--- src/hw/rtl/rgb_to_gray_bitplane_packer_macros.svh ---
// Assertion helpers used by the packer RTL
`ifndef RGB_TO_GRAY_BITPLANE_PACKER_MACROS_SVH
`define RGB_TO_GRAY_BITPLANE_PACKER_MACROS_SVH

// Same-cycle implication, disabled during reset
`define R2GBP_ASSERT_NOW(lbl, clk, rst_n, ante, cons, msg) \
    lbl: assert property (@(posedge clk) disable iff (!rst_n) (ante) |-> (cons)) \
        else $error(msg);

// Next-cycle implication, disabled during reset
`define R2GBP_ASSERT_NEXT(lbl, clk, rst_n, ante, cons, msg) \
    lbl: assert property (@(posedge clk) disable iff (!rst_n) (ante) |=> (cons)) \
        else $error(msg);

`endif

--- src/hw/rtl/r2gbp_pkg.sv ---
`default_nettype none

package r2gbp_pkg;

    // Frame size limits
    localparam int WIDTH_CAP  = 1024;
    localparam int HEIGHT_CAP = 1024;
    localparam int COL_W      = $clog2(WIDTH_CAP);
    localparam int ROW_W      = $clog2(HEIGHT_CAP);

    // Register field widths
    localparam int FRAME_WIDTH_W = 11;
    localparam int FRAME_HEIGHT_W = 11;
    localparam int PITCH_W       = 8;
    localparam int PLANE_W       = 2;
    localparam int CFG_DATA_W    = 11;
    localparam int CFG_INDEX_W   = 3;
    localparam int PIXEL_W       = 32;
    localparam int ADDR_W        = 17;

    // Register indexes
    localparam logic [CFG_INDEX_W-1:0] CFG_FRAME_WIDTH   = 3'd0;
    localparam logic [CFG_INDEX_W-1:0] CFG_FRAME_HEIGHT  = 3'd1;
    localparam logic [CFG_INDEX_W-1:0] CFG_ROW_PITCH     = 3'd2;
    localparam logic [CFG_INDEX_W-1:0] CFG_PLANE_SELECT  = 3'd3;
    localparam logic [CFG_INDEX_W-1:0] CFG_FORMAT_IS_RGB = 3'd4;

    // Register reset values
    localparam logic [FRAME_WIDTH_W-1:0]  RST_FRAME_WIDTH  = 11'd800;
    localparam logic [FRAME_HEIGHT_W-1:0] RST_FRAME_HEIGHT = 11'd480;
    localparam logic [PITCH_W-1:0]        RST_ROW_PITCH    = 8'd100;
    localparam logic [PLANE_W-1:0]        RST_PLANE_SELECT = 2'd2;

    // Plane select codes
    localparam logic [PLANE_W-1:0] PLANE_LSB = 2'd0;
    localparam logic [PLANE_W-1:0] PLANE_MID = 2'd1;
    localparam logic [PLANE_W-1:0] PLANE_MSB = 2'd2;

    // BT.601 luma weights, scaled by 1000, with rounding offset
    localparam int LUMA_SUM_W   = 18;
    localparam int LUMA_R_WT    = 299;
    localparam int LUMA_G_WT    = 587;
    localparam int LUMA_B_WT    = 114;
    localparam int LUMA_ROUND   = 500;
    localparam int LUMA_SCALE   = 1000;
    // gray >> 5 steps by one every 32 gray codes
    localparam int LEVEL_STEP   = 32 * LUMA_SCALE;

    // Level table indexed by the top three bits of gray
    localparam logic [2:0] LEVEL_TABLE [8] = '{3'd3, 3'd2, 3'd1, 3'd0,
                                               3'd7, 3'd6, 3'd5, 3'd4};

    // Configuration as seen by the datapath
    typedef struct packed {
        logic [FRAME_WIDTH_W-1:0]  frame_width;
        logic [FRAME_HEIGHT_W-1:0] frame_height;
        logic [PITCH_W-1:0]        row_pitch_bytes;
        logic [PLANE_W-1:0]        plane_select;
        logic                      format_is_rgb;
    } cfg_t;

endpackage

`default_nettype wire

--- src/hw/rtl/r2gbp_cfg_regs.sv ---
`default_nettype none

module r2gbp_cfg_regs (
    input  wire logic                                 clk,
    input  wire logic                                 rst_n,
    input  wire logic                                 cfg_write,
    input  wire logic [r2gbp_pkg::CFG_INDEX_W-1:0]    cfg_index,
    input  wire logic [r2gbp_pkg::CFG_DATA_W-1:0]     cfg_data,
    output r2gbp_pkg::cfg_t                           cfg
);

    r2gbp_pkg::cfg_t cfg_reg;
    r2gbp_pkg::cfg_t cfg_next;

    // Register write decode; unknown indexes are dropped
    always_comb
    begin
        cfg_next = cfg_reg;
        if (cfg_write)
        begin
            unique case (cfg_index)
                r2gbp_pkg::CFG_FRAME_WIDTH:
                    cfg_next.frame_width = cfg_data[r2gbp_pkg::FRAME_WIDTH_W-1:0];
                r2gbp_pkg::CFG_FRAME_HEIGHT:
                    cfg_next.frame_height = cfg_data[r2gbp_pkg::FRAME_HEIGHT_W-1:0];
                r2gbp_pkg::CFG_ROW_PITCH:
                    cfg_next.row_pitch_bytes = cfg_data[r2gbp_pkg::PITCH_W-1:0];
                r2gbp_pkg::CFG_PLANE_SELECT:
                    cfg_next.plane_select = cfg_data[r2gbp_pkg::PLANE_W-1:0];
                r2gbp_pkg::CFG_FORMAT_IS_RGB:
                    cfg_next.format_is_rgb = cfg_data[0];
                default:
                    cfg_next = cfg_reg;
            endcase
        end
    end

    always_ff @(posedge clk or negedge rst_n)
    begin
        if (!rst_n)
        begin
            cfg_reg.frame_width     <= r2gbp_pkg::RST_FRAME_WIDTH;
            cfg_reg.frame_height    <= r2gbp_pkg::RST_FRAME_HEIGHT;
            cfg_reg.row_pitch_bytes <= r2gbp_pkg::RST_ROW_PITCH;
            cfg_reg.plane_select    <= r2gbp_pkg::RST_PLANE_SELECT;
            cfg_reg.format_is_rgb   <= 1'b1;
        end
        else
        begin
            cfg_reg <= cfg_next;
        end
    end

    assign cfg = cfg_reg;

endmodule

`default_nettype wire

--- src/hw/rtl/r2gbp_luma_plane.sv ---
`default_nettype none

module r2gbp_luma_plane (
    input  wire logic [r2gbp_pkg::PIXEL_W-1:0] pixel,
    input  r2gbp_pkg::cfg_t                    cfg,
    output logic                               plane_bit
);

    logic [7:0]                         red;
    logic [7:0]                         green;
    logic [7:0]                         blue;
    logic [r2gbp_pkg::LUMA_SUM_W-1:0]   luma_sum;
    logic [2:0]                         level_idx;
    logic [2:0]                         level;
    logic                               sel_bit;

    assign red   = pixel[23:16];
    assign green = pixel[15:8];
    assign blue  = pixel[7:0];

    // Weighted sum, scaled by 1000, plus rounding offset (max 255500)
    assign luma_sum =
        r2gbp_pkg::LUMA_SUM_W'(r2gbp_pkg::LUMA_SUM_W'(red)
            * r2gbp_pkg::LUMA_SUM_W'(r2gbp_pkg::LUMA_R_WT))
        + r2gbp_pkg::LUMA_SUM_W'(r2gbp_pkg::LUMA_SUM_W'(green)
            * r2gbp_pkg::LUMA_SUM_W'(r2gbp_pkg::LUMA_G_WT))
        + r2gbp_pkg::LUMA_SUM_W'(r2gbp_pkg::LUMA_SUM_W'(blue)
            * r2gbp_pkg::LUMA_SUM_W'(r2gbp_pkg::LUMA_B_WT))
        + r2gbp_pkg::LUMA_SUM_W'(r2gbp_pkg::LUMA_ROUND);

    // Top three bits of gray: thresholds at multiples of 32000, no divider
    always_comb
    begin
        level_idx = 3'd0;
        for (int k = 1; k < 8; k++)
        begin
            if (luma_sum >= r2gbp_pkg::LUMA_SUM_W'(k * r2gbp_pkg::LEVEL_STEP))
            begin
                level_idx = 3'(k);
            end
        end
    end

    assign level = r2gbp_pkg::LEVEL_TABLE[level_idx];

    // Plane pick; the unused code reads the MSB
    always_comb
    begin
        unique case (cfg.plane_select)
            r2gbp_pkg::PLANE_LSB: sel_bit = level[0];
            r2gbp_pkg::PLANE_MID: sel_bit = level[1];
            default:              sel_bit = level[2];
        endcase
    end

    assign plane_bit = cfg.format_is_rgb & sel_bit;

endmodule

`default_nettype wire

--- src/hw/rtl/r2gbp_packer.sv ---
`default_nettype none

`include "rgb_to_gray_bitplane_packer_macros.svh"

module r2gbp_packer (
    input  wire logic                              clk,
    input  wire logic                              rst_n,
    input  r2gbp_pkg::cfg_t                        cfg,
    input  wire logic                              item_valid,
    input  wire logic                              plane_bit,
    output logic                                   advance,
    output logic                                   result_valid,
    input  wire logic                              result_ready,
    output logic [7:0]                             packed_byte,
    output logic [r2gbp_pkg::ADDR_W-1:0]           byte_address,
    output logic                                   frame_last
);

    localparam int COL_W = r2gbp_pkg::COL_W;
    localparam int ROW_W = r2gbp_pkg::ROW_W;

    logic [COL_W-1:0]               col_reg;
    logic [COL_W-1:0]               col_next;
    logic [ROW_W-1:0]               row_reg;
    logic [ROW_W-1:0]               row_next;
    logic [7:0]                     acc_reg;
    logic [7:0]                     acc_next;
    logic                           out_valid_reg;
    logic                           out_valid_next;
    logic [7:0]                     out_byte_reg;
    logic [r2gbp_pkg::ADDR_W-1:0]   out_addr_reg;
    logic                           out_last_reg;

    logic [31:0]                    fw_ext;
    logic [31:0]                    fh_ext;
    logic [COL_W-1:0]               w_m1;
    logic [ROW_W-1:0]               h_m1;
    logic                           last_col;
    logic                           last_row;
    logic [COL_W-1:0]               mcol;
    logic                           emit;
    logic [7:0]                     merged;
    logic [r2gbp_pkg::ADDR_W-1:0]   addr;

    // Saturate the frame size into 1..MAX, held as size minus one
    assign fw_ext = 32'(cfg.frame_width);
    assign fh_ext = 32'(cfg.frame_height);

    always_comb
    begin
        priority if (fw_ext == 32'd0)
            w_m1 = '0;
        else if (fw_ext > 32'(r2gbp_pkg::WIDTH_CAP))
            w_m1 = COL_W'(r2gbp_pkg::WIDTH_CAP - 1);
        else
            w_m1 = COL_W'(fw_ext - 32'd1);
    end

    always_comb
    begin
        priority if (fh_ext == 32'd0)
            h_m1 = '0;
        else if (fh_ext > 32'(r2gbp_pkg::HEIGHT_CAP))
            h_m1 = ROW_W'(r2gbp_pkg::HEIGHT_CAP - 1);
        else
            h_m1 = ROW_W'(fh_ext - 32'd1);
    end

    // Mirrored column; counters past the end act as the last column/row
    assign last_col = (col_reg >= w_m1);
    assign last_row = (row_reg >= h_m1);
    assign mcol     = last_col ? '0 : (w_m1 - col_reg);
    assign emit     = (mcol[2:0] == 3'd0);
    assign merged   = acc_reg | (8'(plane_bit) << (3'd7 - mcol[2:0]));

    assign addr = r2gbp_pkg::ADDR_W'(32'(row_reg) * 32'(cfg.row_pitch_bytes)
                                     + 32'(mcol >> 3));

    // An item moves on unless it has a byte and the result slot is full
    assign advance = item_valid & (~emit | ~out_valid_reg | result_ready);

    // Counter and accumulator update
    always_comb
    begin
        col_next = col_reg;
        row_next = row_reg;
        acc_next = acc_reg;
        if (advance)
        begin
            acc_next = emit ? 8'd0 : merged;
            if (last_col)
            begin
                col_next = '0;
                row_next = last_row ? '0 : (row_reg + ROW_W'(1));
            end
            else
            begin
                col_next = col_reg + COL_W'(1);
            end
        end
    end

    // Result slot
    always_comb
    begin
        priority if (advance && emit)
            out_valid_next = 1'b1;
        else if (result_ready)
            out_valid_next = 1'b0;
        else
            out_valid_next = out_valid_reg;
    end

    always_ff @(posedge clk or negedge rst_n)
    begin
        if (!rst_n)
        begin
            col_reg       <= '0;
            row_reg       <= '0;
            acc_reg       <= '0;
            out_valid_reg <= 1'b0;
        end
        else
        begin
            col_reg       <= col_next;
            row_reg       <= row_next;
            acc_reg       <= acc_next;
            out_valid_reg <= out_valid_next;
        end
    end

    // Result payload, loaded only with a finished byte
    always_ff @(posedge clk)
    begin
        if (advance && emit)
        begin
            out_byte_reg <= merged;
            out_addr_reg <= addr;
            out_last_reg <= last_col & last_row;
        end
    end

    assign result_valid = out_valid_reg;
    assign packed_byte  = out_byte_reg;
    assign byte_address = out_addr_reg;
    assign frame_last   = out_last_reg;

    // Checks
    `R2GBP_ASSERT_NEXT(a_acc_clear, clk, rst_n, advance && emit, acc_reg == 8'd0,
        "accumulator not cleared after a byte request")
    `R2GBP_ASSERT_NEXT(a_row_wrap, clk, rst_n, advance && last_col && last_row,
        (row_reg == '0) && (col_reg == '0), "counters did not wrap at frame end")
    `R2GBP_ASSERT_NOW(a_stall_cause, clk, rst_n, item_valid && !advance,
        emit && out_valid_reg && !result_ready, "item held without a full result slot")
    `R2GBP_ASSERT_NEXT(a_result_loaded, clk, rst_n, advance && emit, result_valid,
        "finished byte not offered")

endmodule

`default_nettype wire

--- src/hw/rtl/rgb_to_gray_bitplane_packer.sv ---
// Gray bit-plane packer. Takes one XRGB pixel request per clock (pixel_valid /
// pixel_ready) in framebuffer order and, whenever a mirrored 1-bpp byte is
// complete, offers it with its row-major address and a frame_last mark on the
// result channel. Throughput is one pixel per cycle; a pixel passes through the
// input register, then the luma weighting, level table and packing logic, and
// its finished byte is offered from the result register.
// Input is held back only while a finished byte waits in a full result register.
// Configuration is written through cfg_write / cfg_index / cfg_data; the user
// must write it between frames while idle (the block does not enforce this).
// There is no start-up pass: pixels are accepted as soon as reset is released.
`default_nettype none

module rgb_to_gray_bitplane_packer (
    input  wire logic                              clk,
    input  wire logic                              rst_n,
    input  wire logic                              cfg_write,
    input  wire logic [r2gbp_pkg::CFG_INDEX_W-1:0] cfg_index,
    input  wire logic [r2gbp_pkg::CFG_DATA_W-1:0]  cfg_data,
    input  wire logic                              pixel_valid,
    output logic                                   pixel_ready,
    input  wire logic [r2gbp_pkg::PIXEL_W-1:0]     pixel,
    output logic                                   result_valid,
    input  wire logic                              result_ready,
    output logic [7:0]                             packed_byte,
    output logic [r2gbp_pkg::ADDR_W-1:0]           byte_address,
    output logic                                   frame_last
);

    r2gbp_pkg::cfg_t                   cfg;
    logic                              in_valid_reg;
    logic                              in_valid_next;
    logic [r2gbp_pkg::PIXEL_W-1:0]     pixel_reg;
    logic                              plane_bit;
    logic                              advance;

    // Input register
    assign pixel_ready   = ~in_valid_reg | advance;
    assign in_valid_next = pixel_ready ? pixel_valid : in_valid_reg;

    always_ff @(posedge clk or negedge rst_n)
    begin
        if (!rst_n)
        begin
            in_valid_reg <= 1'b0;
        end
        else
        begin
            in_valid_reg <= in_valid_next;
        end
    end

    always_ff @(posedge clk)
    begin
        if (pixel_valid && pixel_ready)
        begin
            pixel_reg <= pixel;
        end
    end

    r2gbp_cfg_regs u_cfg_regs (
        .clk       (clk),
        .rst_n     (rst_n),
        .cfg_write (cfg_write),
        .cfg_index (cfg_index),
        .cfg_data  (cfg_data),
        .cfg       (cfg)
    );

    r2gbp_luma_plane u_luma_plane (
        .pixel     (pixel_reg),
        .cfg       (cfg),
        .plane_bit (plane_bit)
    );

    r2gbp_packer u_packer (
        .clk          (clk),
        .rst_n        (rst_n),
        .cfg          (cfg),
        .item_valid   (in_valid_reg),
        .plane_bit    (plane_bit),
        .advance      (advance),
        .result_valid (result_valid),
        .result_ready (result_ready),
        .packed_byte  (packed_byte),
        .byte_address (byte_address),
        .frame_last   (frame_last)
    );

endmodule

`default_nettype wire
--- config.mk ---
export PLATFORM = sky130hd
export DESIGN_NAME = rgb_to_gray_bitplane_packer
export DESIGN_NICKNAME = d
export VERILOG_FILES = /design/src/hw/rtl/r2gbp_pkg.sv /design/src/hw/rtl/r2gbp_cfg_regs.sv /design/src/hw/rtl/r2gbp_luma_plane.sv /design/src/hw/rtl/r2gbp_packer.sv /design/src/hw/rtl/rgb_to_gray_bitplane_packer.sv
export VERILOG_INCLUDE_DIRS = /design/src /design/src/hw/rtl
export SDC_FILE = /design/constraint.sdc
export NUM_CORES = 1
export LEC_CHECK = 0
export BUFFER_PORTS_ARGS = -buffer_cell sky130_fd_sc_hd__buf_2
export CAP_MARGIN = 40
export CORE_MARGIN = 4
export CORE_UTILIZATION = 30
export DETAILED_ROUTE_END_ITERATION = 6
export REMOVE_ABC_BUFFERS = 1
export SLEW_MARGIN = 15
export SYNTH_ARGS = -nofsm -noshare
export SYNTH_HDL_FRONTEND = slang
export SYNTH_SLANG_ARGS = --single-unit
--- constraint.sdc ---
create_clock -name clk -period 7.1 [get_ports clk]
set_clock_uncertainty 0.05 [all_clocks]
set_input_delay 2.13 -clock clk [delete_from_list [all_inputs] [get_ports clk]]
set_output_delay 2.13 -clock clk [all_outputs]
set_load 0.02 [all_outputs]
==> flow_metrics.tcl, run 1 <==
set metrics [dict create \
    status "complete, but fails checks" \
    violations "setup timing" \
    synthFlopType "dfrtp_1" \
    grt_use_total_pct 14.2 \
    postRouteAntennaNets 0 \
    boundaryPins 79 \
    multiInputGateArea_um2 9270 \
    setup_viol_count_final 20 \
    hold_slack_ns 0.427 \
    finalNetCount 1864 \
    dieWidth_um 213 \
    dpl_worst_slack_ns -0.914 \
    cp-end-kind "register" \
    grt_pass1_wl_um 51600 \
    drt_iter0_markers 379 \
    antenna_found_initial 3 \
    grt_overflow 0 \
    crit_required_ns 7.25 \
    ys_ff_latch 113 \
    viasPerCell 4.70 \
    slew_violations 0 \
    place_hpwl_um 22800 \
    dieArea_um2 45200 \
    synth_mux_area_share_pct 2.78 \
    relSlewSlack_pct 46.2 \
    fmax_mhz 132 \
    synth_cells 1266 \
    cts_sinks 113 \
    route.detailed.drc 0 \
    hold_violations 0 \
    post-synth-top-area-fraction_pct 20.7 \
    drive_gt1_share_pct 32.9 \
    synth_warnings 0 \
    cts_tree "built" \
    root_buffer "clkbuf_16" \
    yosysSeqAreaShare_pct 24.6 \
    critPathLaunchType "register" \
    cts-htree-levels 4 \
    numCtsBuffers 17 \
    syn-mean-instance-area_um2 9.91 \
    wirelength_um 30500 \
    rsz0062_at_grt "true" \
    wire_per_inst_um 14.8 \
    fin_crit_sh_pct 106 \
    grt_pass1_vias 10475 \
    synth_fa_ha_area_share_pct 38.1 \
    synth_top_family_by_area "adder cells" \
    final_util_pct 39.9 \
    critPathArrivalTime_ns 7.71 \
    grt_max_degree 64 \
    die_h_um 213 \
    area_delta_synth_final_pct 30.8 \
    cap_violations 0 \
    finalCriticalPeriod_ns 7.55 \
    core_um2 41100 \
    portBuffers 70 \
    clk_pin_slew_ns 0.06 \
    n_fill_cell 3991 \
    fin_ws_ns -0.452 \
    gp_congestion 0.846 \
    synth_simple_gate_area_share_pct 12.3 \
    first_pass_iters 4 \
    synth_area_leaders "fa_1 21%, ha_1 17%, edfxtp_1 12%" \
    clk_latency_ns 0.46 \
    num_rows 74 \
    seq_area_um2 3090 \
    num_vias 9654 \
    ys_types 76 \
    critical_path_class "register to register" \
    worst_pin_slew_ns 0.804 \
    holdBufCountCts 0 \
    synth_top_cell_by_area "fa_1" \
    worstPathMaxFanout 5 \
    synth_edf_count 50 \
    synth_xor_area_share_pct 2.99 \
    largest_register_ffs 33 \
    syn_area_um2 12500 \
    hold_path.class "register to register" \
    cts_buffer_depth 2 \
    antennaDiodeCount 0 \
    synth-async-reset-ratio_pct 55.8 \
    synth_compound_area_share_pct 10.6 \
    initial_core_util_pct 30.5 \
]
==> per-stage QoR <==
step / TNS (ns) / cell area (um2) / cells
after floorplan: -4.60 / 12400 / 1235
after global placement: -15.15 / 14300 / 1954
after detailed placement: -17.23 / 14400 / 1957
after CTS: -3.76 / 16000 / 2043
after global routing: -12.19 / 16400 / 2055
final: -6.60 / 16400 / 2055
==> final cells by class <==
| cell class | instances | share of cell area (%) |
|---|---|---|
| Multi-Input combinational cell | 869 | 56.5 |
| Sequential cell | 113 | 18.8 |
| Timing Repair Buffer | 256 | 11.1 |
| Inverter | 253 | 5.79 |
| Tap cell | 532 | 4.06 |
| Clock buffer | 21 | 3.07 |
| Clock inverter | 11 | 0.694 |
==> synthesized netlist by cell type, types with 3 or more instances <==
cell type and n:
a211oi_1 3, a211oi_2 3, a21boi_0 5, a21o_1 19
a21oi_1 46, a22o_1 8, and2_1 44, and3_1 13
clkbuf_1 29, dfrtp_1 51, dfstp_2 12, edfxtp_1 50
fa_1 130, ha_1 173, inv_1 253, mux2_2 31
nand2_1 94, nand2b_1 9, nand3_1 14, nand3b_1 8
nand4_1 3, nor2_1 36, nor2b_1 12, nor3_1 16
nor4_1 7, o2111ai_1 3, o211ai_1 8, o21a_1 3
o21ai_0 47, o21ai_1 10, o21bai_1 9, o31ai_1 4
or2_2 5, or3_1 5, or4_1 11, xnor2_1 27
xor2_1 14
==> repair_timing <==
action / 4_1_cts / 5_1_grt
endpoints found under the setup margin: 24 / 25
gates resized for setup: 131 / 65
buffers inserted: 59 / 13
pin swaps: 101 / 82
==> worst paths after layout <==
| kind | slack (ns) | to | from | cells after the start |
|---|---|---|---|---|
| worst max register to register | -0.45 | u_packer.packed_byte[7] | pixel_reg[2] | 25 |
| min in group asynchronous | 1.50 | u_cfg_regs.cfg[6] | rst_n | 2 |
| worst max-delay path | -0.45 | u_packer.packed_byte[7] | pixel_reg[2] | 25 |
| worst min-delay path | 0.43 | u_packer.acc_reg[6] | u_packer.acc_reg[6] | 2 |
| max in group asynchronous | 4.94 | u_cfg_regs.cfg[31] | rst_n | 3 |
| worst min register to register | 0.43 | u_packer.acc_reg[6] | u_packer.acc_reg[6] | 2 |
==> critical path, stage by stage (launching register included) <==
cell and delay [ns]:
edfxtp_1 0.45, fa_1 0.58, fa_1 0.43, ha_1 0.34, ha_4 0.15, inv_2 0.04
fa_2 0.40, xnor2_2 0.15, ha_1 0.30, ha_4 0.22, fa_1 0.50, inv_1 0.05
fa_1 0.48, inv_1 0.05, fa_1 0.54, ha_4 0.24, a21oi_4 0.17, o31ai_4 0.11
buf_4 0.16, a221o_1 0.33, or4_4 0.50, a32oi_2 0.23, o41ai_2 0.11, o21bai_4 0.18
a41o_4 0.32, a21o_2 0.20
==> logic make-up after synthesis <==
kind of cell,after synthesis
muxes,31
AOI/OAI and AO/OA,199
and+or+nand+nor,292
adders and majority gates,305
xor gates and xnor gates,42
DFF,113
buffers and inverters,284
==> per-layer routing <==
metal	part of all wire (%)	track usage, %	vias up	wire length (um)
li1	-	-	4675	-
met5	0	0	-	0
met3	3.1	2.77	54	936
met2	52	25.3	141	15800
met4	2.0	3.40	0	624
met1	43	17.9	4784	13200
==> cells in the final DEF (no fill, tap or decap), types with 8 or more instances in the layout <==
cell	count
fa_1	123
o21ai_0	33
dfrtp_1	51
and3_1	12
a21oi_2	18
o211ai_1	8
inv_2	18
edfxtp_1	50
and2_1	42
buf_4	176
nor2b_1	9
nor2_1	33
a22o_1	8
mux2_2	31
xnor2_1	18
o21bai_1	8
nor3_1	15
a21oi_1	25
buf_2	70
or4_1	8
nand3b_1	8
ha_1	149
ha_4	22
o21ai_2	18
nand2_1	91
clkbuf_16	20
xor2_1	13
dfstp_2	12
nand3_1	10
xnor2_2	9
inv_1	235
a21o_1	16
Power of run 1 is not shown: default switching activity piles up to over one toggle a cycle in this logic, so the estimate is an artifact.
==> run 2: changes to the inputs <==
Settings changed: ABC_AREA set to 1.
==> flow_metrics.tcl, run 2 <==
set metrics [dict create \
    fin_ws_ns -0.0245 \
    postRouteAntennaNets 0 \
    cap_violations 0 \
    synth_area_leaders "fa_1 20%, ha_1 17%, inv_1 12%" \
    reg2reg_slack_ns -0.02 \
    drt_iter0_markers 475 \
    grt_overflow 0 \
    wire_per_inst_um 12.9 \
    worstPathMaxFanout 7 \
    num_vias 10344 \
    critPathArrivalTime_ns 7.28 \
    synthFlopType "dfrtp_1" \
    ys_ff_latch 113 \
    dieArea_um2 47100 \
    num_rows 76 \
    area_delta_synth_final_pct 23.1 \
    setup_tns_ns -0.0245 \
    wirelength_um 30300 \
    syn-mean-instance-area_um2 8.29 \
    status "complete, but fails checks" \
    clk_latency_ns 0.45 \
    synth_most_common_cell "inv_1" \
    finalCriticalPeriod_ns 7.12 \
    grt_use_total_pct 13.4 \
    crit_required_ns 7.25 \
    viasPerCell 4.41 \
    placed_cell_area_um2 14700 \
    final_util_pct 37.4 \
    slew_violations 0 \
    post-synth-top-area-fraction_pct 19.8 \
    grt_pass1_wl_um 51400 \
    fmax_mhz 140 \
    relSlewSlack_pct 58.1 \
    seq_area_um2 3090 \
    ys_types 45 \
    root_buffer "clkbuf_16" \
    slowest_delay_ns 0.56 \
    synth_commonest_cells "402 x inv_1, 302 x nand2_1, 173 x ha_1" \
    cts_sinks 113 \
    cts-htree-levels 4 \
    first_pass_iters 7 \
    synth_edf_count 50 \
    crit_family "adder cells" \
    layout_commonest_cell "inv_1" \
    hold_end "u_packer.acc_reg[7]" \
    largest_register_ffs 33 \
    crit_buf_inv 9 \
    numCtsBuffers 17 \
    rsz0062_at_grt "true" \
    cp-end-kind "register" \
    final_cell_area_um2 16100 \
    core_um2 43200 \
    critical_path_class "register to register" \
    synth-async-reset-ratio_pct 55.8 \
    rr_worst_depth 44 \
    antennaDiodeCount 0 \
    syn_area_um2 13100 \
    holdBufCountCts 0 \
    initial_core_util_pct 30.4 \
    drive_gt1_share_pct 22.8 \
    cts_buffer_depth 2 \
    dieWidth_um 217 \
    violations "setup timing" \
    min_from "u_packer.acc_reg[7]" \
    synth_warnings 0 \
    grt_max_degree 64 \
    r2r_end "u_packer.byte_address[15]" \
    multiInputGateArea_um2 9050 \
    die_h_um 217 \
    synth_cells 1582 \
    slowest_stage "fa_1" \
    synth_top_cell_by_area "fa_1" \
    r2r_start "u_cfg_regs.cfg[23]" \
    min_path_cells 2 \
    setup_viol_count_final 1 \
    hold_path.class "register to register" \
    boundaryPins 79 \
    hold_violations 0 \
    grt_pass1_vias 10764 \
    n_fill_cell 4397 \
    clk_pin_slew_ns 0.06 \
    yosysSeqAreaShare_pct 23.6 \
    finalNetCount 2099 \
    fin_crit_sh_pct 100 \
    worst_pin_slew_ns 0.623 \
    final_cell_mix "386 x inv_1, 261 x nand2_1, 154 x ha_1" \
    antenna_found_initial 0 \
    portBuffers 70 \
    gp_congestion 0.883 \
    critPathLaunchType "register" \
    route.detailed.drc 0 \
    place_hpwl_um 23900 \
    cts_tree "built" \
]
==> run 2: stage by stage <==
stage                     hold slack, ns  instances  setup slack [ns]
final                              0.426       2343           -0.0245
after global routing               0.435       2343            -0.571
after CTS                          0.428       2329           -0.0536
after detailed placement           0.419       2289            -0.503
after global placement             0.403       2288            -0.463
after floorplan                    0.387       1554            -0.432
==> run 2: layout make-up <==
type	count	area share, %
multi-input cells	1036	56.0
flip-flops and latches	113	19.2
inverters	405	9.48
repair buffers	172	7.35
well taps	585	4.53
clock buffers	18	2.72
clock inverters	14	0.705
==> run 2: how the worst max path moves through the flow <==
| stage | start | cells after the start | endpoint |
|---|---|---|---|
| 4_1_cts | u_cfg_regs.cfg[22] | 46 | u_packer.byte_address[15] |
| 3_3_place_gp | u_cfg_regs.cfg[22] | 44 | u_packer.byte_address[15] |
| 5_1_grt | u_cfg_regs.cfg[23] | 46 | u_packer.byte_address[15] |
| 2_1_floorplan | u_cfg_regs.cfg[22] | 45 | u_packer.byte_address[15] |
| 3_5_place_dp | u_cfg_regs.cfg[22] | 44 | u_packer.byte_address[15] |
| 6_report | u_cfg_regs.cfg[23] | 44 | u_packer.byte_address[15] |
==> run 2: cells by family (layout without fill, tap and decap cells) <==
family                     after synthesis  after routing  share of synthesized area [%]
buffers and inverters                  433            609                           12.6
adders and majority gates              303            303                           36.4
and+or+nand+nor                        535            535                           18.0
xor gates and xnor gates                42             42                           2.81
DFF                                    113            113                           23.6
AOI/OAI and AO/OA                      156            156                           6.60
==> run 2: worst reg2reg max path, delay by kind of cell, from the launching register on <==
| kind | cells | cell delay, ns |
|---|---|---|
| AOI/OAI and AO/OA | 11 | 1.22 |
| xor gates and xnor gates | 1 | 0.13 |
| adders and majority gates | 7 | 2.69 |
| buffers and inverters | 9 | 0.77 |
| DFF | 1 | 0.39 |
| and+or+nand+nor | 16 | 1.62 |
==> run 2: metal layers <==
| metal | share of wire, % | track usage, % |
|---|---|---|
| met1 | 47 | 17.8 |
| met5 | 0 | 0 |
| met4 | 1.5 | 3.99 |
| met3 | 3.4 | 2.32 |
| met2 | 48 | 22.5 |
==> run 2: what timing repair did <==
action,4_1_cts,5_1_grt
buffers inserted,8,13
pin swaps,27,80
gates cloned,0,0
gates resized for setup,58,123
setup endpoints to repair,22,24
Power of run 2 is left out for the same reason.
